`src/rtl/kapb_pkg.sv`:
```
// types, constants and codes shared by the keyframe aligned packet prebuffer
package kapb_pkg;

    localparam int CAPACITY_DEF = 64;

    localparam int HANDLE_W   = 32;
    localparam int TICKS_W    = 32;
    localparam int TICK_W     = 40;
    localparam int DUR_W      = 48;
    localparam int GROUPS_W   = 4;
    localparam int STREAM_W   = 8;
    localparam int COUNT_W    = 7;
    localparam int TOTAL_W    = 63;
    localparam int CMD_W      = 2;
    localparam int CFG_IDX_W  = 2;
    localparam int CFG_DATA_W = 40;
    localparam int IN_DATA_W  = 80;
    localparam int OUT_DATA_W = 112;
    localparam int HALF_TICK_W = TICK_W / 2;
    localparam int PART_W     = TICKS_W + HALF_TICK_W;
    localparam int PROD_W     = TICKS_W + TICK_W;

    localparam logic [DUR_W-1:0] DUR_MAX        = {DUR_W{1'b1}};
    localparam logic [DUR_W-1:0] UNKNOWN_DUR_PS = 48'd50000000000;

    localparam logic [GROUPS_W-1:0] GROUPS_RESET = 4'd2;
    localparam logic [TICK_W-1:0]   TICK_RESET   = 40'd11111111;
    localparam logic [STREAM_W-1:0] STREAM_RESET = 8'd0;

    localparam logic [CMD_W-1:0] CMD_PUSH  = 2'd0;
    localparam logic [CMD_W-1:0] CMD_CLEAR = 2'd1;
    localparam logic [CMD_W-1:0] CMD_READ  = 2'd2;

    localparam logic [CFG_IDX_W-1:0] REG_GROUPS = 2'd0;
    localparam logic [CFG_IDX_W-1:0] REG_TICK   = 2'd1;
    localparam logic [CFG_IDX_W-1:0] REG_STREAM = 2'd2;

    typedef enum logic [1:0] {
        OP_PUSH,
        OP_CLEAR,
        OP_READ,
        OP_STATUS
    } op_t;

    typedef enum logic [1:0] {
        F_IDLE,
        F_MUL_HI,
        F_SUM,
        F_ENQ
    } front_state_t;

    typedef enum logic [2:0] {
        B_IDLE,
        B_TRIM1,
        B_TRIM2,
        B_TRIM3,
        B_APPEND,
        B_EMIT,
        B_READ
    } back_state_t;

    typedef struct packed {
        logic [CMD_W-1:0]    command;
        logic [STREAM_W-1:0] stream_sel;
        logic [HANDLE_W-1:0] packet_handle;
        logic                is_keyframe;
        logic [TICKS_W-1:0]  duration_ticks;
    } item_t;

    typedef struct packed {
        op_t                 op;
        logic [HANDLE_W-1:0] handle;
        logic                key;
        logic [DUR_W-1:0]    dur;
    } job_t;

    typedef struct packed {
        logic [HANDLE_W-1:0] handle_out;
        logic                handle_valid;
        logic                last;
        logic [COUNT_W-1:0]  entry_count;
        logic [COUNT_W-1:0]  keyframe_count;
        logic [TOTAL_W-1:0]  total_duration_ps;
        logic                overflow;
    } result_t;

    typedef struct packed {
        logic valid;
        logic full;
    } queue_status_t;

endpackage

```
`src/rtl/kapb_front.sv`:
```
// front end: accepts words, classifies them and scales the packet duration to picoseconds
module kapb_front
(
    input  logic                            clk,
    input  logic                            rst_n,
    input  logic                            in_valid,
    output logic                            in_ready,
    input  kapb_pkg::item_t                 item,
    input  logic [kapb_pkg::TICK_W-1:0]     tick_length_ps,
    input  logic [kapb_pkg::STREAM_W-1:0]   video_stream,
    input  kapb_pkg::queue_status_t         q_status,
    output logic                            q_push,
    output kapb_pkg::job_t                  q_job
);

    kapb_pkg::front_state_t state_reg, state_next;
    kapb_pkg::op_t op_reg, op_next;
    logic [kapb_pkg::HANDLE_W-1:0] handle_reg, handle_next;
    logic                          key_reg, key_next;
    logic [kapb_pkg::TICKS_W-1:0]  ticks_reg, ticks_next;
    logic [kapb_pkg::PART_W-1:0]   plo_reg, plo_next;
    logic [kapb_pkg::PART_W-1:0]   phi_reg, phi_next;
    logic [kapb_pkg::DUR_W-1:0]    dur_reg, dur_next;
    logic [kapb_pkg::PROD_W-1:0]   prod;
    kapb_pkg::op_t                 in_op;

    assign in_ready = (state_reg == kapb_pkg::F_IDLE);

    always_comb
    begin
        case (item.command)
            kapb_pkg::CMD_CLEAR: in_op = kapb_pkg::OP_CLEAR;
            kapb_pkg::CMD_READ:  in_op = kapb_pkg::OP_READ;
            kapb_pkg::CMD_PUSH:
            begin
                in_op = (item.stream_sel == video_stream) ? kapb_pkg::OP_PUSH
                                                          : kapb_pkg::OP_STATUS;
            end
            default:             in_op = kapb_pkg::OP_STATUS;
        endcase
    end

    assign prod = kapb_pkg::PROD_W'(plo_reg)
                + {phi_reg, {kapb_pkg::HALF_TICK_W{1'b0}}};

    always_comb
    begin
        state_next  = state_reg;
        op_next     = op_reg;
        handle_next = handle_reg;
        key_next    = key_reg;
        ticks_next  = ticks_reg;
        plo_next    = plo_reg;
        phi_next    = phi_reg;
        dur_next    = dur_reg;
        q_push      = 1'b0;
        case (state_reg)
            kapb_pkg::F_IDLE:
            begin
                if (in_valid)
                begin
                    op_next     = in_op;
                    handle_next = item.packet_handle;
                    key_next    = item.is_keyframe;
                    ticks_next  = item.duration_ticks;
                    plo_next    = kapb_pkg::PART_W'(item.duration_ticks)
                                * kapb_pkg::PART_W'(tick_length_ps[kapb_pkg::HALF_TICK_W-1:0]);
                    state_next  = (in_op == kapb_pkg::OP_PUSH) ? kapb_pkg::F_MUL_HI
                                                               : kapb_pkg::F_ENQ;
                end
            end
            kapb_pkg::F_MUL_HI:
            begin
                phi_next   = kapb_pkg::PART_W'(ticks_reg)
                           * kapb_pkg::PART_W'(tick_length_ps[kapb_pkg::TICK_W-1:
                                                              kapb_pkg::HALF_TICK_W]);
                state_next = kapb_pkg::F_SUM;
            end
            kapb_pkg::F_SUM:
            begin
                if (ticks_reg == '0)
                begin
                    dur_next = kapb_pkg::UNKNOWN_DUR_PS;
                end
                else if (|prod[kapb_pkg::PROD_W-1:kapb_pkg::DUR_W])
                begin
                    dur_next = kapb_pkg::DUR_MAX;
                end
                else
                begin
                    dur_next = prod[kapb_pkg::DUR_W-1:0];
                end
                state_next = kapb_pkg::F_ENQ;
            end
            kapb_pkg::F_ENQ:
            begin
                if (!q_status.full)
                begin
                    q_push     = 1'b1;
                    state_next = kapb_pkg::F_IDLE;
                end
            end
            default: state_next = kapb_pkg::F_IDLE;
        endcase
    end

    assign q_job = '{op: op_reg, handle: handle_reg, key: key_reg, dur: dur_reg};

    always_ff @(posedge clk or negedge rst_n)
    begin
        if (!rst_n)
        begin
            state_reg <= kapb_pkg::F_IDLE;
        end
        else
        begin
            state_reg <= state_next;
        end
    end

    always_ff @(posedge clk)
    begin
        op_reg     <= op_next;
        handle_reg <= handle_next;
        key_reg    <= key_next;
        ticks_reg  <= ticks_next;
        plo_reg    <= plo_next;
        phi_reg    <= phi_next;
        dur_reg    <= dur_next;
    end

endmodule

```
`config.mk`:
```
export PLATFORM = sky130hd
export DESIGN_NAME = kapb_front
export DESIGN_NICKNAME = d
export VERILOG_FILES = /design/src/rtl/kapb_pkg.sv /design/src/rtl/kapb_front.sv
export SDC_FILE = /design/constraint.sdc
export NUM_CORES = 2
export LEC_CHECK = 0
export BUFFER_PORTS_ARGS = -buffer_cell sky130_fd_sc_hd__buf_2
export CORE_UTILIZATION = 55
export DETAILED_ROUTE_END_ITERATION = 8
export PLACE_DENSITY = 0.73
export RECOVER_POWER = 50
export SKIP_CTS_REPAIR_TIMING = 1
export SLEW_MARGIN = 15
export SYNTH_ARGS = -nofsm -noshare
export SYNTH_HDL_FRONTEND = slang
export SYNTH_SLANG_ARGS = --single-unit
```
`constraint.sdc`:
```
create_clock -name clk -period 7 [get_ports clk]
set_input_delay 0.7 -clock clk [delete_from_list [all_inputs] [get_ports clk]]
set_output_delay 0.7 -clock clk [all_outputs]
set_load 0.03 [all_outputs]
```
## After elaboration in Yosys (flattened, before gate mapping)

Cells that the tools add are included.

| cells by class | value |
|---|---|
| $add $sub $neg | 1 |
| muxes and demuxes | 9 |
| equality and inequality tests | 8 |
| reductions and logical operators | 8 |
| $mul | 2 |

Operators with widths:

| kind | number |
|---|---|
| $mul 32x20->52 | 2 |
| $add 52x72->72 | 1 |
| $mux 48 | 1 |
| $logic_not 32->1 | 1 |
| $reduce_or 25->1 | 1 |
| $reduce_or 24->1 | 1 |
| $eq 8x8->1 | 1 |
| $mux 2 | 4 |
| $pmux 2 s4 | 1 |
| $eq 2x2->1 const B | 3 |
| $logic_not 2->1 | 3 |
| $pmux 2 s3 | 1 |
| $eq 2x1->1 const B | 2 |
| $ne 2x2->1 const B | 2 |
| $reduce_and 2->1 | 2 |
| $mux 1 | 2 |

| word-level totals | value |
|---|---|
| register bits | 221 |
| output and inout port bits | 85 |

## Longest topological paths before layout

| depth | value |
|---|---|
| word-level depth | 7 |
| gate-level depth with buffers | 29 |
| gate-level depth less buffers | 27 |

## Worst setup path after synthesis

No wires, ideal clock.

| timing | value |
|---|---|
| path type | input-to-reg |
| start point | in tick_length_ps[2] (netlist bit) |
| end point | reg plo_reg[49] (netlist bit) (data pin) |
| library setup time | 0.260 ns |
| required time | 6.740 ns |
| arrival time | 7.216 ns |
| stages on the path | 27 |
| path slack | -0.476 ns |
| cell sequence | clkbuf_1 and2_1 fa_1 fa_1 inv_1 fa_1 inv_1 fa_1 inv_1 fa_1 inv_1 fa_1 inv_1 fa_1 inv_1 ha_1 and3_1 and3_1 o311ai_0 nand3_1 a311o_1 a41o_1 a21o_1 nor2_1 nor2b_1 o41a_1 xor2_1 |

| between the ends | value |
|---|---|
| longest elaborated chain between the ends | 1 |

Ends and longest elaborated chain:

| item | line | source |
|---|---|---|
| from (decl) | kapb_front.sv:9 | `input logic [kapb_pkg::TICK_W-1:0] tick_length_ps,` |
| $mul 32x20->52 | kapb_front.sv:67 | `* kapb_pkg::PART_W'(tick_length_ps[kapb_pkg::HALF_TICK_W-1:0]);` |
| to (signal assigned) | kapb_front.sv:127 | `plo_reg <= plo_next;` |
| to (decl) | kapb_front.sv:21 | `logic [kapb_pkg::PART_W-1:0] plo_reg, plo_next;` |

Every way passes these cells.
A chain may end at the register's enable or synchronous reset.

## Final worst setup path

| timing | value |
|---|---|
| start point | in item[13] (netlist bit) |
| end point | reg plo_reg[49] (netlist bit) (data pin) |

| between the ends | value |
|---|---|
| longest elaborated chain between the ends | 1 |

Ends and longest elaborated chain:

| item | line | source |
|---|---|---|
| from (decl) | kapb_front.sv:8 | `input kapb_pkg::item_t item,` |
| $mul 32x20->52 | kapb_front.sv:67 |  |

Every way passes these cells.

==> reports/qor.txt <==
Initial Util = 55.6%
Die area = 92500 um2
Share of cells above drive strength 1 = 14.5%
Final worst-path cycle share = 101%
Place WS = -0.825 ns
Slowest CP cell = fa_1
CP max stage delay = 0.54 ns
Worst-path maximum fanout = 9
Synth top area cells = fa_1 43%, edfxtp_1 13%, ha_1 9.0%
Hold Violations, Final = 0
Vias in the first global route = 40500
Max_slew headroom = -102%
Core ar. = 90300 um2
Root buf cell = clkbuf_16
Synth top area share = 42.8%
Top FF cell, synth = edfxtp_1
Final-report setup violation count = 13
CP Launch Type = input pin
Failing checks = capacitance limit, slew limit, setup timing
Synth-to-Final Area Change = 15.2%
Syn. warnings = 0
Hold path depth = 1
Crit path kind = input pin to register
CTS max path bufs = 3
Via Count = 38200
Fin worst setup slack = -0.0989 ns
Syn Inst Count = 5315
Min cycle time layout = 7.10 ns
Clk_lat worst skew = 0.55 ns
R2r setup slk = -0.09 ns
Vias per inst = 5.46
Dominant cell type by area after synthesis = fa_1
Hold Crit Class = input pin to register
Die width = 304 um
Register clock-pin slew on the reported worst setup and hold paths = 0.06 ns
Least-Margin Pin Slew = 3.03 ns
Clk sinks = 221
Syn avg cell area = 9.45 um2
Routability congestion estimate from global placement = 0.912
CP arrival = 7.39 ns
Max Freq = 141 MHz
Final WL = 134 mm
Synth unique cells = 68
H-tree depth = 1
Post-synthesis net count = 6876
Fill count = 7237
RSZ-0062 raised after global routing = yes
Initial antenna violation count = 3
Port Buffers = 211
Clk_skew = 0.0221 ns
Synth Register Bits = 221
CTS Buf Count = 25
Largest net degree at the start of global routing = 66
Post-layout net count = 7366
Fin. max-slew vios = 103
Routed length per instance = 19.1 um
Cell Area, Synth = 50200 um2
# DRC = 0
Status = complete, but fails checks
Maxcap violations = 2
Initial drt markers = 2833
Post-DRT Antenna Nets = 0
Ys async rst share = 0.905%
R2R cell count = 26
Global-route usage over all layers = 29.5%
CP bufs+invs = 5
Crit path top cell by count = fa_1
Required time of the critical path = 7.29 ns
Worst hold slack = 0.329 ns
Number of synthesized flops with an enable pin = 219
I/O Pins = 213
Core Util, Final = 64.1%
Die Height = 304 um
DPL Wire Length = 113 mm
Drt first pass iters = 6
CTS tree = yes
Sequential area share after synthesis = 13.2%
Remaining Overflow, GRT = 0
Largest delay contributor family on the critical path = adder cells
Crit path depth = 25
Row cnt = 110
First-pass GRT wire length = 216 mm
CP endpoint kind = register
[cell type report]
cell class,count,area (um2),share of cell area [%]
clock inverters,16,114,0.197
well taps,1176,1470,2.54
clock buffers,28,637,1.10
diodes,1,2.50,0.00433
multi-input cells,3645,39000,67.4
inverters,1171,4400,7.60
flip-flops and latches,221,6630,11.5
repair buffers,741,5630,9.73
[metal layers]
layer  global-route usage, %  vias up  wire (um)
met5                       0        -         12
met4                    8.95        2       4480
met3                    3.96      257       9600
met2                    48.7     1469      64000
met1                    40.7    19500      55500
li1                        -    16900          -
[through the flow]
| stage | area [um2] | std cells | TNS [ns] |
|---|---|---|---|
| floorplan | 50300 | 5315 | -0.0625 |
| global placement | 56200 | 6939 | -21.48 |
| detailed placement | 56200 | 6939 | -26.12 |
| CTS | 56900 | 6983 | -4.62 |
| global route | 57800 | 6999 | -6.76 |
| finish | 57800 | 6999 | -0.579 |
[worst reg2reg max path: cells and delay by family (launching register included)]
family	cells	cell delay, ns
XOR/XNOR	1	0.09
flip-flops	1	0.45
AO/OA/AOI/OAI	7	1.39
adder cells (fa/ha/maj)	8	3.61
buffers and inverters	6	0.63
AND/OR/NAND/NOR	4	0.64
[cells in the mapped netlist, drive strengths merged, types with 4 or more instances]
library cell     n
o31ai            9
xor2            47
xnor2           91
nand2b           8
a31oi           31
ha             360
o311ai           4
nor3            37
o21bai          19
a211o            6
clkbuf         273
nor4            14
nand4b          11
a21o            84
and2           588
and3            24
a211oi          19
buf              5
o21a            21
and4             4
inv           1171
a21oi          126
nand4           35
o211ai           7
nand2          780
nand3           29
o22ai            4
nor2            92
or3              7
edfxtp         219
fa            1073
o21ai           50
nor2b           15
or2              6
mux2i            4
a21boi           4
[layout by cell type (no fill, tap or decap), types with 26 or more instances in the layout]
cell,count
o21ai_0,38
xnor2_1,85
fa_1,1052
ha_1,341
nand2_1,775
clkbuf_16,26
nor3_1,35
edfxtp_1,219
xor2_1,43
buf_12,41
a21o_1,84
and2_1,572
clkbuf_1,106
buf_6,35
a31oi_1,26
inv_1,1154
buf_2,91
buf_4,455
nand3_1,27
nor2_1,83
a21oi_1,101
nand4_1,35
[cells by family (layout without fill, tap and decap cells)]
kind of cell             Yosys count  count (layout)  synth area share [%]
AO/OA/AOI/OAI                    415             415                  5.41
XOR/XNOR                         138             138                  2.41
adder cells (fa/ha/maj)         1433            1433                  51.8
buffers and inverters           1449            1956                  10.9
flip-flops                       221             221                  13.2
multiplexers                       4               4                0.0797
other                              0               1                     0
AND/OR/NAND/NOR                 1655            1655                  16.3
[final timing paths]
| check | from | to |
|---|---|---|
| worst max-delay path | item[13] | plo_reg[49]$_DFFE_PP_ |
| worst min-delay path | item[41] | handle_reg[8]$_DFFE_PP_ |
| worst max register to register | ticks_reg[7]$_DFFE_PP_ | phi_reg[48]$_DFFE_PN_ |
| worst min register to register | state_reg[0]$_DFFE_PN0P_ | state_reg[0]$_DFFE_PN0P_ |
| max in group asynchronous | rst_n | state_reg[0]$_DFFE_PN0P_ |
| min in group asynchronous | rst_n | state_reg[1]$_DFFE_PN0P_ |
Power is left out: the tool's default activity adds up to more than one toggle a clock period on the data nets, which glitch-free logic cannot reach.
