--- src/rtl/kapb_pkg.sv ---
// types, constants and codes shared by the keyframe aligned packet prebuffer
package kapb_pkg;

    localparam int CAPACITY_DEF = 64;

    localparam int HANDLE_W   = 32;
    localparam int TICKS_W    = 32;
    localparam int TICK_W     = 40;
    localparam int DUR_W      = 48;
    localparam int GROUPS_W   = 4;
    localparam int STREAM_W   = 8;
    localparam int COUNT_W    = 7;
    localparam int TOTAL_W    = 63;
    localparam int CMD_W      = 2;
    localparam int CFG_IDX_W  = 2;
    localparam int CFG_DATA_W = 40;
    localparam int IN_DATA_W  = 80;
    localparam int OUT_DATA_W = 112;
    localparam int HALF_TICK_W = TICK_W / 2;
    localparam int PART_W     = TICKS_W + HALF_TICK_W;
    localparam int PROD_W     = TICKS_W + TICK_W;

    localparam logic [DUR_W-1:0] DUR_MAX        = {DUR_W{1'b1}};
    localparam logic [DUR_W-1:0] UNKNOWN_DUR_PS = 48'd50000000000;

    localparam logic [GROUPS_W-1:0] GROUPS_RESET = 4'd2;
    localparam logic [TICK_W-1:0]   TICK_RESET   = 40'd11111111;
    localparam logic [STREAM_W-1:0] STREAM_RESET = 8'd0;

    localparam logic [CMD_W-1:0] CMD_PUSH  = 2'd0;
    localparam logic [CMD_W-1:0] CMD_CLEAR = 2'd1;
    localparam logic [CMD_W-1:0] CMD_READ  = 2'd2;

    localparam logic [CFG_IDX_W-1:0] REG_GROUPS = 2'd0;
    localparam logic [CFG_IDX_W-1:0] REG_TICK   = 2'd1;
    localparam logic [CFG_IDX_W-1:0] REG_STREAM = 2'd2;

    typedef enum logic [1:0] {
        OP_PUSH,
        OP_CLEAR,
        OP_READ,
        OP_STATUS
    } op_t;

    typedef enum logic [1:0] {
        F_IDLE,
        F_MUL_HI,
        F_SUM,
        F_ENQ
    } front_state_t;

    typedef enum logic [2:0] {
        B_IDLE,
        B_TRIM1,
        B_TRIM2,
        B_TRIM3,
        B_APPEND,
        B_EMIT,
        B_READ
    } back_state_t;

    typedef struct packed {
        logic [CMD_W-1:0]    command;
        logic [STREAM_W-1:0] stream_sel;
        logic [HANDLE_W-1:0] packet_handle;
        logic                is_keyframe;
        logic [TICKS_W-1:0]  duration_ticks;
    } item_t;

    typedef struct packed {
        op_t                 op;
        logic [HANDLE_W-1:0] handle;
        logic                key;
        logic [DUR_W-1:0]    dur;
    } job_t;

    typedef struct packed {
        logic [HANDLE_W-1:0] handle_out;
        logic                handle_valid;
        logic                last;
        logic [COUNT_W-1:0]  entry_count;
        logic [COUNT_W-1:0]  keyframe_count;
        logic [TOTAL_W-1:0]  total_duration_ps;
        logic                overflow;
    } result_t;

    typedef struct packed {
        logic valid;
        logic full;
    } queue_status_t;

endpackage

--- src/rtl/kapb_queue.sv ---
// two-entry job queue between front end and back end
module kapb_queue
(
    input  logic                    clk,
    input  logic                    rst_n,
    input  logic                    push,
    input  kapb_pkg::job_t          push_job,
    input  logic                    pop,
    output kapb_pkg::job_t          pop_job,
    output kapb_pkg::queue_status_t status
);

    kapb_pkg::job_t slot_reg [2];
    logic       wr_ptr_reg, wr_ptr_next;
    logic       rd_ptr_reg, rd_ptr_next;
    logic [1:0] cnt_reg, cnt_next;
    logic       do_push;
    logic       do_pop;

    assign status.valid = (cnt_reg != 2'd0);
    assign status.full  = (cnt_reg == 2'd2);
    assign do_push      = push && !status.full;
    assign do_pop       = pop && status.valid;
    assign pop_job      = slot_reg[rd_ptr_reg];

    always_comb
    begin
        wr_ptr_next = wr_ptr_reg ^ do_push;
        rd_ptr_next = rd_ptr_reg ^ do_pop;
        cnt_next    = cnt_reg + 2'(do_push) - 2'(do_pop);
    end

    always_ff @(posedge clk or negedge rst_n)
    begin
        if (!rst_n)
        begin
            wr_ptr_reg <= 1'b0;
            rd_ptr_reg <= 1'b0;
            cnt_reg    <= 2'd0;
        end
        else
        begin
            wr_ptr_reg <= wr_ptr_next;
            rd_ptr_reg <= rd_ptr_next;
            cnt_reg    <= cnt_next;
        end
    end

    always_ff @(posedge clk)
    begin
        if (do_push)
        begin
            slot_reg[wr_ptr_reg] <= push_job;
        end
    end

endmodule

--- config.mk ---
export PLATFORM = sky130hd
export DESIGN_NAME = kapb_queue
export DESIGN_NICKNAME = d
export VERILOG_FILES = /design/src/rtl/kapb_pkg.sv /design/src/rtl/kapb_queue.sv
export SDC_FILE = /design/constraint.sdc
export NUM_CORES = 1
export LEC_CHECK = 0
export BUFFER_PORTS_ARGS = -buffer_cell sky130_fd_sc_hd__buf_2
export CAP_MARGIN = 20
export CORE_MARGIN = 8
export CORE_UTILIZATION = 30
export DETAILED_ROUTE_END_ITERATION = 7
export PLACE_DENSITY_LB_ADDON = 0.05
export SLEW_MARGIN = 30
export SYNTH_ARGS = -nofsm -noshare
export SYNTH_HDL_FRONTEND = slang
export SYNTH_SLANG_ARGS = --single-unit
--- constraint.sdc ---
create_clock -name clk -period 7.65 [get_ports clk]
set_input_delay 1.1475 -clock clk [delete_from_list [all_inputs] [get_ports clk]]
set_output_delay 1.1475 -clock clk [all_outputs]
set_load 0.03 [all_outputs]
# --- After elaboration in Yosys (flattened, before gate mapping) ---
# Memory sizes are Yosys's and may differ from the RTL's.
# Cells that the tools add are included.
totals:
  regBits: 4
  mem_bits_rw: 166
  inputBits: 87
  output_inout_bits: 85
  wordCells: 15
  memories: 1
op_classes:
  addsub: 2
  eq_ne: 1
  mux: 2
  n_bitwise: 2
  reduce_logical: 4
memory_table:
  columns: ["name", "words", "word_bits", "rd", "rd_clocked_by_memory_dff", "wr", "line", "source"]
  rows:
  - ["slot_reg", 2, 83, 1, 0, 1, "kapb_queue.sv:13", "kapb_pkg::job_t slot_reg [2];"]
op_table:
  columns: ["op", "count"]
  rows:
  - ["2-bit by 1-bit adder with 2-bit output", 1]
  - ["2-bit == test (second input constant)", 1]
  - ["1-bit logical AND", 2]
  - ["1-bit two-way mux", 2]
  - ["2-bit nonzero test", 1]
  - ["2-bit by 1-bit subtractor with 2-bit output", 1]
  - ["1-bit XOR", 2]
  - ["1-bit logical NOT", 1]

# --- Depth between registers and ports, before layout ---
# Gate-level depths: netlist of run 1.
logic_depth:
  ltp_word: 5
  mapped_depth: 7
  ltp_nobuf: 7

# --- Worst setup path before layout of run 1 ---
# Ideal clock, no wire load.
synth_path:
  path_kind: "input-to-reg"
  startpoint: "input push"
  endpoint: "memory slot_reg[1][0] (netlist bit), enable pin"
  arrival_time_ns: 3.264
  setup_slack_ns: 3.935
  stages: 2
  cell_sequence: "and2_1 ha_1"
synth_between:
  elab_chain_cells: 3
synth_lines:
  columns: ["element", "line", "source"]
  rows:
  - ["start: declaration", "kapb_queue.sv:6", "input logic push,"]
  - ["1-bit logical AND", "kapb_queue.sv:22", "assign do_push = push && !status.full;"]
  - ["1-bit two-way mux", "kapb_queue.sv:51", "if (do_push)"]
  - ["1-bit two-way mux (not written as such)", "kapb_queue.sv:53", "slot_reg[wr_ptr_reg] <= push_job;"]
  - ["end: declaration", "kapb_queue.sv:13", null]
# Every way passes these cells.

==> results of run 1 <==
==> path summary, 6_finish.rpt <==
kind                       slack [ns]              to        from
min                              0.52      cnt_reg[0]       rst_n
max in group asynchronous        6.98      rd_ptr_reg       rst_n
max reg2reg                      5.25  slot_reg[0][6]  cnt_reg[1]
min in group clk                 0.53      cnt_reg[1]  cnt_reg[1]
max                              3.75      pop_job[2]  rd_ptr_reg
min reg2reg                      0.53      cnt_reg[1]  cnt_reg[1]
==> cell usage in the layout, fill, tap and decap left out <==
| master | netlist | routed |
|---|---|---|
| sky130_fd_sc_hd__buf_2 | 2 | 171 |
| sky130_fd_sc_hd__edfxtp_1 | 166 | 166 |
| sky130_fd_sc_hd__mux2_4 | 60 | 60 |
| sky130_fd_sc_hd__mux2_2 | 23 | 23 |
| sky130_fd_sc_hd__clkbuf_16 | 0 | 17 |
| sky130_fd_sc_hd__inv_1 | 4 | 4 |
| sky130_fd_sc_hd__clkinvlp_4 | 0 | 4 |
| sky130_fd_sc_hd__inv_6 | 0 | 3 |
| sky130_fd_sc_hd__dfrtp_1 | 4 | 3 |
| sky130_fd_sc_hd__buf_4 | 0 | 3 |
| sky130_fd_sc_hd__xnor2_1 | 2 | 2 |
| sky130_fd_sc_hd__ha_1 | 4 | 2 |
| sky130_fd_sc_hd__ha_4 | 0 | 2 |
| sky130_fd_sc_hd__clkinv_2 | 0 | 2 |
| sky130_fd_sc_hd__bufinv_16 | 0 | 2 |
| sky130_fd_sc_hd__clkinv_4 | 0 | 2 |
| sky130_fd_sc_hd__or2_2 | 1 | 1 |
| sky130_fd_sc_hd__o21a_1 | 1 | 1 |
| sky130_fd_sc_hd__nand2b_1 | 1 | 1 |
| sky130_fd_sc_hd__and2_1 | 1 | 1 |
| sky130_fd_sc_hd__nand2_1 | 1 | 1 |
| sky130_fd_sc_hd__xor2_1 | 1 | 1 |
| sky130_fd_sc_hd__clkinv_1 | 0 | 1 |
| sky130_fd_sc_hd__dfrtp_4 | 0 | 1 |
==> cell families after synthesis <==
logic type               share of synthesized area [%]
adder cells (fa/ha/maj)                          0.775
AO/OA/AOI/OAI                                    0.116
buffers and inverters                             1.61
AND/OR/NAND/NOR                                  0.349
flip-flops                                        78.8
multiplexers                                      18.0
XOR/XNOR                                         0.407
==> stage by stage <==
step / instances / hold slack [ns] / instance area [um^2] / utilization (%)
3_3_place_gp: 718 / 0.504 / 7620 / 36.1
2_1_floorplan: 278 / 0.481 / 6450 / -
6_report: 749 / 0.524 / 8190 / 38.8
3_5_place_dp: 718 / 0.509 / 7620 / 36.1
4_1_cts: 749 / 0.502 / 8190 / 38.8
5_1_grt: 749 / 0.503 / 8190 / 38.8
==> report_power, final <==
group / switching (uW) / internal, uW
Sequential: 107 / 1280
Clock: 358 / 480
Combinational: 767 / 485
Total: 1230 / 2240
==> layout make-up <==
| type | instances | area [um^2] | area share [%] |
|---|---|---|---|
| inverters | 4 | 15.0 | 0.183 |
| repair buffers | 174 | 878 | 10.7 |
| well taps | 275 | 344 | 4.20 |
| flip-flops and latches | 170 | 5090 | 62.1 |
| clock inverters | 14 | 148 | 1.80 |
| clock buffers | 17 | 425 | 5.19 |
| multi-input cells | 95 | 1290 | 15.8 |
==> worst max-delay path: cells and delay by family (launching register included) <==
family	cells	cell delay, ns
multiplexers	1	0.42
flip-flops	1	0.91
buffers and inverters	2	0.92
==> per-layer routing <==
metal	track usage [%]	up-vias	wire, um
li1	-	1463	-
met1	11.7	1548	5570
met2	16.4	107	6400
met3	5.03	21	1080
met4	3.75	10	190
met5	0	-	74
==> results.rst, run 1 <==
.. list-table::
   :header-rows: 1

   * - Metric
     - Value
   * - Pin count of the biggest net entering global routing
     - slightly above 50
   * - Top cells by count, synth
     - 166 x sky130_fd_sc_hd__edfxtp_1, 60 x sky130_fd_sc_hd__mux2_4, 23 x sky130_fd_sc_hd__mux2_2, 7 x sky130_fd_sc_hd__buf_6
   * - Normalized max-slew margin
     - between 40 and 50%
   * - Final number of hold-violating endpoints
     - 0
   * - Aggregate routed wire length
     - 13300 um
   * - Highest attainable clock frequency
     - roughly 260 MHz
   * - Inserted Clock Buffers
     - 17
   * - Yosys synthesis warning count
     - 0
   * - Power per cell area
     - about 420 mW/mm^2
   * - Portion of the clock cycle consumed by the worst path in the final layout
     - 51.0%
   * - Cell at the root of the clock tree
     - sky130_fd_sc_hd__clkbuf_16
   * - Worst supply voltage drop on vdd
     - between 150 and 200 uV
   * - Path class of the lowest-slack min-delay path
     - in -> async
   * - Proportion of synthesized chip area in sequential cells
     - approximately 79%
   * - Detailed-routing iteration count for the pre-antenna-repair pass
     - 5
   * - CP max FO
     - between 40 and 50
   * - Outcome
     - finished clean
   * - Starting density of the core
     - a little under a third
   * - Final RePlAce weighted congestion
     - between 0.6 and 0.7
   * - Number of enable flip-flop cells after synthesis
     - between 150 and 200
   * - Unrepaired setup endpoints after global routing
     - false
   * - Post-Place Worst Slack
     - approximately 4.1 ns
   * - Cell chain of the critical path
     - buf_4, mux2_2, buf_2
   * - Port-buffer cells
     - ~170
   * - Average detailed-routed wire length per instance
     - 17.8 um
   * - Number of flip-flops in the largest register
     - about 170
   * - Clock skew after layout
     - roughly 0.0081 ns
   * - Clock tree from TritonCTS
     - done
   * - Area of the die
     - about 0.026 mm^2
   * - Post-Synthesis Net Count
     - ~370
   * - Proportion of netlist area held by the largest area contributor
     - 77.2%
   * - Kind of end point of the critical path
     - output pin
   * - FP Rows
     - 53
   * - Die width
     - 163 um
   * - Share of flip-flops with an asynchronous set or reset
     - 2.35%
   * - Starting DRC count in detailed routing
     - 124
   * - Total number of H-tree levels
     - 4
   * - Final sum of negative setup slack
     - 0 ns
   * - Detailed-placement wirelength estimate
     - just under 9000 um
   * - Yosys reg bits
     - 170
   * - Avg Synthesized Cell Area
     - about 23 um^2
   * - Vias post-DR
     - 3149
   * - Post-DR vias/cell
     - 4.20
   * - Kind of critical path
     - reg -> out
   * - Number of antenna violations at the first check in global routing
     - 5
   * - Ys flop type
     - sky130_fd_sc_hd__edfxtp_1
   * - Insertion delay of the later-clocked pin in the worst-skew pair
     - around 0.42 ns
   * - Hold-fix buffer count after cts
     - 0
   * - All-layer global routing usage
     - roughly a tenth
   * - Register-to-Register Path Depth
     - 4
   * - Diode count
     - 0
   * - Count of nets after finishing
     - between 500 and 600
   * - Master of the slowest instance on the critical path
     - sky130_fd_sc_hd__dfrtp_4
   * - Cells after synthesis
     - between 200 and 300
   * - Cell taking the most area after synthesis
     - sky130_fd_sc_hd__edfxtp_1
   * - Data required, critical path
     - between 6 and 7 ns
   * - Chip height
     - ~160 um
   * - Wire length of the first global-routing pass
     - 20000 um
   * - Layout area overhead
     - 26.9%
   * - Syn Std Cell Area
     - ~0.0065 mm^2
   * - Post-route minimum period
     - roughly 4 ns
   * - Total power
     - between 3000 and 4000 uW
   * - Final Slew Violations
     - 0
   * - Remaining routing DRC violations
     - 0
   * - Leakage
     - about 0.0032 uW
   * - Biggest area contributors in the synthesized netlist
     - sky130_fd_sc_hd__edfxtp_1 77%, sky130_fd_sc_hd__mux2_4 14%, sky130_fd_sc_hd__mux2_2 4.0%
   * - Maximum root-to-sink buffer count
     - 2
   * - Worst setup SP type
     - flip-flop
   * - Count of distinct cell types in the synthesized netlist
     - 15
   * - Maximum Capacitance Violations
     - 0
   * - Finish-stage setup viols
     - 0
   * - IO Count
     - between 150 and 200
   * - Most repeated cell in the gate-level netlist after synthesis
     - sky130_fd_sc_hd__edfxtp_1
   * - Fraction of final layout cells sized beyond drive strength 1
     - between 60% and 70%
   * - Fillers
     - between 1500 and 2000
   * - Largest stage delay on the critical path
     - roughly 0.91 ns
   * - Grt ovf
     - 0
   * - Worst slew pin tran
     - roughly 0.8 ns
   * - Final worst slack
     - around 3.7 ns
   * - Core Region
     - between 0.02 and 0.025 mm^2
   * - Clock slew at reported path FFs
     - 0.07 ns
   * - Quantity of gates resized following cts
     - 0
   * - Number of global-route vias before repair
     - 3481
   * - Clk sink count
     - 170
   * - Total setup buffers inserted after CTS
     - 0
   * - Number of nets with antenna violations after routing
     - 0
   * - Data arrival time of the worst path
     - between 2 and 3 ns
Note: power is estimated with default switching activity, not from simulation.
==> inputs of run 2 (changes only) <==
ABC_AREA = 1   (was not set)
clock period = 4.1 ns   (was 7.65 ns; I/O delays follow)
==> run 2 against run 1 <==
Effect of this change: clock skew hardly changed; non-clock buffer count increased by 2; first-iteration DRC count is 65% higher; register-to-register slack got worse by 3.2 ns; sequential power increased by 79%; highest routed layer unchanged; critical path depth grew 2; via count increased by 23%; synthesized cell count is 67% higher; clock power up 87%; power increased by 89%; synthesized area shrank 3.0%.
==> results.rst, run 2 <==
.. list-table::
   :header-rows: 1

   * - Metric
     - Value
   * - Post-DR vias/cell
     - ~4.2
   * - Worst R2R Start
     - cnt_reg[1]
   * - Yosys reg bits
     - between 150 and 200
   * - Inserted Clock Buffers
     - 17
   * - Path class of the lowest-slack min-delay path
     - in -> reg
   * - Launching element of the worst setup path
     - rd_ptr_reg
   * - Worst setup SP type
     - flip-flop
   * - Ys flop type
     - sky130_fd_sc_hd__edfxtp_1
   * - Combinational cell fraction of total power
     - between 30% and 40%
   * - Biggest area contributors in the synthesized netlist
     - sky130_fd_sc_hd__edfxtp_1 80%, sky130_fd_sc_hd__nand2_1 15%, sky130_fd_sc_hd__dfrtp_1 1.6%
   * - Leading cell type in the layout, fill and taps excluded
     - sky130_fd_sc_hd__nand2_1
   * - Data required, critical path
     - around 3.5 ns
   * - IO Count
     - 172
   * - Yosys synthesis warning count
     - 0
   * - Highest attainable clock frequency
     - 357 MHz
   * - Number of nets with antenna violations after routing
     - 0
   * - Layout Utilization
     - approximately two fifths
   * - Post-detailed-placement cell area
     - between 0.007 and 0.008 mm^2
   * - Final Slew Violations
     - 0
   * - Top cells by count, synth
     - 258 x sky130_fd_sc_hd__nand2_1, 166 x sky130_fd_sc_hd__edfxtp_1, 10 x sky130_fd_sc_hd__buf_2, 9 x sky130_fd_sc_hd__inv_1, 6 x sky130_fd_sc_hd__buf_4
   * - Clock tree from TritonCTS
     - done
   * - Sequential cell area
     - roughly 0.0051 mm^2
   * - Quantity of gates resized following cts
     - 0
   * - Cell at the root of the clock tree
     - sky130_fd_sc_hd__clkbuf_16
   * - Outcome
     - finished clean
   * - Fraction of final layout cells sized beyond drive strength 1
     - roughly 32%
   * - Post-Synthesis Net Count
     - 555
   * - Core Region
     - 0.0208 mm^2
   * - Detailed-routing iteration count for the pre-antenna-repair pass
     - 4
   * - Internal power of the cells
     - just under 4000 uW
   * - Post-Place Worst Slack
     - 1.64 ns
   * - Normalized max-slew margin
     - a little under half
   * - Area of the die
     - roughly 0.026 mm^2
   * - Proportion of synthesized chip area in sequential cells
     - between 80% and 90%
   * - Layout area overhead
     - 28.6%
   * - Starting density of the core
     - 30.2%
   * - Number of global-route vias before repair
     - around 4100
   * - CP max FO
     - 43
   * - Highest-count cells in the layout ignoring fill and taps
     - 258 x sky130_fd_sc_hd__nand2_1, 171 x sky130_fd_sc_hd__buf_2, 166 x sky130_fd_sc_hd__edfxtp_1
   * - Worst slew pin tran
     - 0.808 ns
   * - Share of power burned in the clock network
     - 23.9%
   * - Number of enable flip-flop cells after synthesis
     - 166
   * - Portion of the clock cycle consumed by the worst path in the final layout
     - between 60% and 70%
   * - Net switching power figure
     - between 2000 and 3000 uW
   * - Number of antenna violations at the first check in global routing
     - 2
   * - Average detailed-routed wire length per instance
     - between 15 and 20 um
   * - Pin count of the biggest net entering global routing
     - between 80 and 90
   * - Cell taking the most area after synthesis
     - sky130_fd_sc_hd__edfxtp_1
   * - Remaining routing DRC violations
     - 0
   * - Sequential power share
     - a little under two fifths
   * - Worst supply voltage drop on vdd
     - just under 400 uV
   * - Unrepaired setup endpoints after global routing
     - false
   * - Share of flip-flops with an asynchronous set or reset
     - 2.35%
   * - Wire length of the first global-routing pass
     - between 20000 and 25000 um
   * - Syn Std Cell Area
     - around 0.0063 mm^2
   * - Die width
     - between 150 and 200 um
   * - Proportion of netlist area held by the largest area contributor
     - 79.6%
   * - Aggregate routed wire length
     - between 10000 and 15000 um
   * - Final sum of negative setup slack
     - 0 ns
   * - Net Sw Frac
     - around 41%
   * - Detailed-placement wirelength estimate
     - roughly 9700 um
   * - Avg Synthesized Cell Area
     - 13.5 um^2
   * - Final number of hold-violating endpoints
     - 0
   * - Port-buffer cells
     - approximately 170
   * - FP Rows
     - 53
   * - Launch point of the worst hold path
     - push_job[36]
   * - Area of combinational cells with multiple inputs
     - about 0.0011 mm^2
   * - Most repeated cell in the gate-level netlist after synthesis
     - sky130_fd_sc_hd__nand2_1
   * - Total non-filler cell area in the finished layout
     - 0.00805 mm^2
   * - Kind of critical path
     - reg -> out
   * - Chip height
     - 160 um
   * - Starting DRC count in detailed routing
     - between 200 and 250
   * - Vias post-DR
     - roughly 3900
   * - Post-route minimum period
     - ~2.8 ns
   * - Final RePlAce weighted congestion
     - between 0.6 and 0.7
   * - Cells after synthesis
     - approximately 460
   * - Leakage
     - about 0.0034 uW
   * - Total number of H-tree levels
     - 4
   * - Diode count
     - 0
   * - Clock skew after layout
     - between 0.008 and 0.009 ns
   * - Power per cell area
     - roughly 820 mW/mm^2
   * - Data arrival time of the worst path
     - between 2 and 2.5 ns
   * - Number of flip-flops in the largest register
     - between 150 and 200
   * - Maximum root-to-sink buffer count
     - 2
   * - Finish-stage setup viols
     - 0
   * - All-layer global routing usage
     - a little under an eighth
   * - Count of distinct cell types in the synthesized netlist
     - 12
   * - Clock slew at reported path FFs
     - ~0.070 ns
   * - Count of nets after finishing
     - approximately 730
   * - Clk sink count
     - 170
   * - Fillers
     - just over 2000
   * - Kind of end point of the critical path
     - output pin
   * - Maximum Capacitance Violations
     - 0
   * - Insertion delay of the later-clocked pin in the worst-skew pair
     - between 0.4 and 0.5 ns
   * - Grt ovf
     - 0
   * - Final worst slack
     - 1.30 ns
run 2: cell types whose count changed after synthesis, sizes merged, moves of 2 or more:
cell / previous run / this run
clkbuf: 0 / 2
mux2: 83 / 0
buf: 9 / 16
nand3: 0 / 2
xnor2: 2 / 0
inv: 4 / 10
nand2: 1 / 258
run 2: area by class of cell:
cell class	count	share of cell area [%]
clock buffers	17	5.28
clock inverters	15	1.97
inverters	10	0.466
multi-input cells	266	13.2
flip-flops and latches	170	63.2
well taps	275	4.27
repair buffers	176	11.6
run 2: metrics by stage:
stage	cells	power (uW)	hold slack, ns
3_5_place_dp	896	5130	0.432
4_1_cts	929	6720	0.357
6_report	929	6570	0.383
5_1_grt	929	7000	0.348
3_3_place_gp	896	5120	0.431
2_1_floorplan	464	4260	0.319
run 2: power by group through the flow:
stage	Clock (uW)	Combinational, uW	Sequential [uW]
after floorplan	0	1740	2510
after detailed placement	0	2620	2510
after CTS	1620	2630	2470
after global placement	0	2620	2500
final	1570	2530	2470
after global routing	1700	2800	2500
run 2: kinds of logic (layout without fill, tap and decap cells):
logic type / Yosys count / count (layout) / synth area share, %
buffers and inverters: 28 / 218 / 2.24
adders and majority gates: 4 / 4 / 0.799
DFF: 170 / 170 / 81.2
AOI/OAI and AO/OA: 1 / 1 / 0.0798
and+or+nand+nor: 261 / 261 / 15.7
run 2: critical path: stages, from the launching register on:
cell	delay (ns)
sky130_fd_sc_hd__dfrtp_4	0.48
sky130_fd_sc_hd__inv_2	0.58
sky130_fd_sc_hd__buf_12	0.31
sky130_fd_sc_hd__nand2_1	0.08
sky130_fd_sc_hd__nand2_1	0.09
sky130_fd_sc_hd__buf_2	0.21
run 2: metal layers:
layer / up-vias / track usage (%) / wire (um)
met1: 1831 / 13.7 / 6430
met5: - / 0 / 26
met4: 4 / 3.44 / 123
li1: 1911 / - / -
met2: 105 / 19.8 / 7450
met3: 10 / 4.56 / 897
run 2: timing repair:
action | in CTS | in global routing
setup buffers | 0 | 0
hold buffers | 1 | 0
hold endpoints to repair | 4 | 0
run 2: worst paths after layout:
check	to	slack (ns)	cells after the start
worst max-delay path	pop_job[60]	1.30	5
worst max register to register	slot_reg[0][62]	2.05	5
worst min-delay path	slot_reg[1][36]	0.38	1
max in group asynchronous	rd_ptr_reg	3.39	2
min in group asynchronous	cnt_reg[1]	0.57	2
worst min register to register	cnt_reg[0]	0.57	1
==> inputs of run 3 (changes only) <==
clock period = 2.4 ns   (was 4.1 ns; I/O delays follow)
==> run 3 against run 2 <==
Effect of this change: register-to-register slack got worse by 1.4 ns; non-clock buffer count grew 3; sequential cell count stayed put; critical path depth is the same; final cell count rose by 0.32%; critical path type unchanged.
==> results.rst, run 3 (synthesized netlist as in run 2, its figures left out) <==
.. list-table::
   :header-rows: 1

   * - Metric
     - Value
   * - Core Region
     - roughly 0.021 mm^2
   * - Die width
     - between 150 and 200 um
   * - Finish-stage setup viols
     - 0
   * - Outcome
     - finished clean
   * - Kind of end point of the critical path
     - output pin
   * - Area of the die
     - between 0.02 and 0.03 mm^2
   * - Average detailed-routed wire length per instance
     - 15.8 um
   * - Highest attainable clock frequency
     - ~470 MHz
   * - Maximum root-to-sink buffer count
     - 2
   * - Grt ovf
     - 0
   * - Number of global-route vias before repair
     - 4143
   * - Final number of hold-violating endpoints
     - 0
   * - All-layer global routing usage
     - between 10% and 20%
   * - Sequential power share
     - between 30% and 40%
   * - Layout area overhead
     - 29.2%
   * - Final Slew Violations
     - 0
   * - Worst supply voltage drop on vdd
     - ~660 uV
   * - Diode count
     - 0
   * - Total number of H-tree levels
     - 4
   * - Net switching power figure
     - approximately 4600 uW
   * - CP max FO
     - 38
   * - Clock skew after layout
     - 0.00871 ns
   * - Clock slew at reported path FFs
     - ~0.070 ns
   * - Aggregate routed wire length
     - around 15000 um
   * - IO Count
     - approximately 170
   * - Inserted Clock Buffers
     - 17
   * - Data required, critical path
     - between 2 and 2.5 ns
   * - Remaining routing DRC violations
     - 0
   * - Highest-count cells in the layout ignoring fill and taps
     - 258 x sky130_fd_sc_hd__nand2_1, 171 x sky130_fd_sc_hd__buf_2, 166 x sky130_fd_sc_hd__edfxtp_1
   * - Number of flip-flops in the largest register
     - 166
   * - Cell at the root of the clock tree
     - sky130_fd_sc_hd__clkbuf_16
   * - Number of antenna violations at the first check in global routing
     - 2
   * - FP Rows
     - 53
   * - Clk sink count
     - 170
   * - Post-DR vias/cell
     - slightly above 4
   * - Final instance count without filler cells
     - between 900 and 1000
   * - Power per cell area
     - between 1000 and 1500 mW/mm^2
   * - Detailed-routing iteration count for the pre-antenna-repair pass
     - 4
   * - Chip height
     - between 150 and 200 um
   * - Net Sw Frac
     - 41.0%
   * - Total setup buffers inserted after CTS
     - 0
   * - Detailed-placement wirelength estimate
     - between 9000 and 10000 um
   * - Insertion delay of the later-clocked pin in the worst-skew pair
     - 0.42 ns
   * - Wire length of the first global-routing pass
     - roughly 23000 um
   * - Clock tree from TritonCTS
     - done
   * - Kind of critical path
     - reg -> out
   * - Normalized max-slew margin
     - a little under three quarters
   * - Path class of the lowest-slack min-delay path
     - in -> reg
   * - Vias post-DR
     - 3865
   * - Fraction of final layout cells sized beyond drive strength 1
     - 32.3%
   * - Portion of the clock cycle consumed by the worst path in the final layout
     - 88.8%
   * - Worst slew pin tran
     - 0.429 ns
   * - Leakage
     - around 0.0035 uW
   * - Count of nets after finishing
     - about 740
   * - Starting DRC count in detailed routing
     - ~220
   * - WHS
     - about 0.13 ns
   * - Starting density of the core
     - 30.2%
   * - Leading cell type in the layout, fill and taps excluded
     - sky130_fd_sc_hd__nand2_1
   * - Number of nets with antenna violations after routing
     - 0
   * - Internal power of the cells
     - approximately 6600 uW
   * - Pin count of the biggest net entering global routing
     - 85
   * - Unrepaired setup endpoints after global routing
     - false
   * - Port-buffer cells
     - about 170
   * - Post-route minimum period
     - between 2 and 2.5 ns
   * - Placed insts
     - ~900
   * - Data arrival time of the worst path
     - 1.77 ns
   * - Share of power burned in the clock network
     - between 20% and 30%
   * - Final RePlAce weighted congestion
     - roughly 0.7
   * - Worst setup SP type
     - flip-flop
   * - Combinational cell fraction of total power
     - approximately two fifths
   * - Maximum Capacitance Violations
     - 0
run 3: worst paths after layout:
check                      cells past startpoint  slack [ns]    startpoint               to
setup / recovery                               5        0.27    rd_ptr_reg      pop_job[60]
hold reg to reg                                1        0.57    cnt_reg[0]       cnt_reg[0]
max in group asynchronous                      2        1.94         rst_n       rd_ptr_reg
min in group asynchronous                      2        0.32         rst_n       cnt_reg[1]
setup reg to reg                               5        0.64    cnt_reg[1]   slot_reg[0][4]
hold / removal                                 1        0.13  push_job[44]  slot_reg[1][44]
run 3: power groups by stage:
stage	combinational [uW]	clock (uW)	sequential, uW
final	4380	2620	4210
after global routing	4850	2800	4270
after CTS	4550	2700	4220
after detailed placement	4540	0	4280
after global placement	4530	0	4270
after floorplan	2980	0	4290
run 3: critical path: stages (launching register included):
cell,delay [ns]
sky130_fd_sc_hd__dfrtp_4,0.49
sky130_fd_sc_hd__inv_2,0.08
sky130_fd_sc_hd__buf_4,0.37
sky130_fd_sc_hd__nand2_1,0.09
sky130_fd_sc_hd__nand2_1,0.10
sky130_fd_sc_hd__buf_2,0.20
run 3: timing repair:
action	4_1_cts	5_1_grt
endpoints found under the hold margin	4	0
gates resized for setup	0	0
hold buffers	1	0
run 3: metrics by stage:
stage / total power, uW / instance area (um^2) / util [%] / setup TNS, ns / setup WS (ns)
final: 11200 / 8090 / 39.0 / 0 / 0.268
after detailed placement: 8820 / 7520 / 36.2 / 0 / 0.645
after CTS: 11500 / 8090 / 39.0 / 0 / 0.196
after global routing: 11900 / 8090 / 39.0 / 0 / 0.110
after floorplan: 7270 / 6260 / - / -110.11 / -0.663
after global placement: 8800 / 7520 / 36.2 / 0 / 0.665
run 3: final cells by class:
| class | count | area, um^2 |
|---|---|---|
| multi-input cells | 266 | 1060 |
| fillers | 2042 | 12700 |
| well taps | 275 | 344 |
| clock buffers | 19 | 433 |
| repair buffers | 179 | 993 |
| clock inverters | 13 | 134 |
| inverters | 10 | 37.5 |
| flip-flops and latches | 170 | 5090 |
run 3: layer usage:
layer | up-vias | wire length, um | global-route usage [%]
met1 | 1829 | 6340 | 13.5
met2 | 104 | 7520 | 19.7
met5 | - | 22 | 0
met4 | 4 | 182 | 4.72
li1 | 1916 | - | -
met3 | 12 | 700 | 3.76
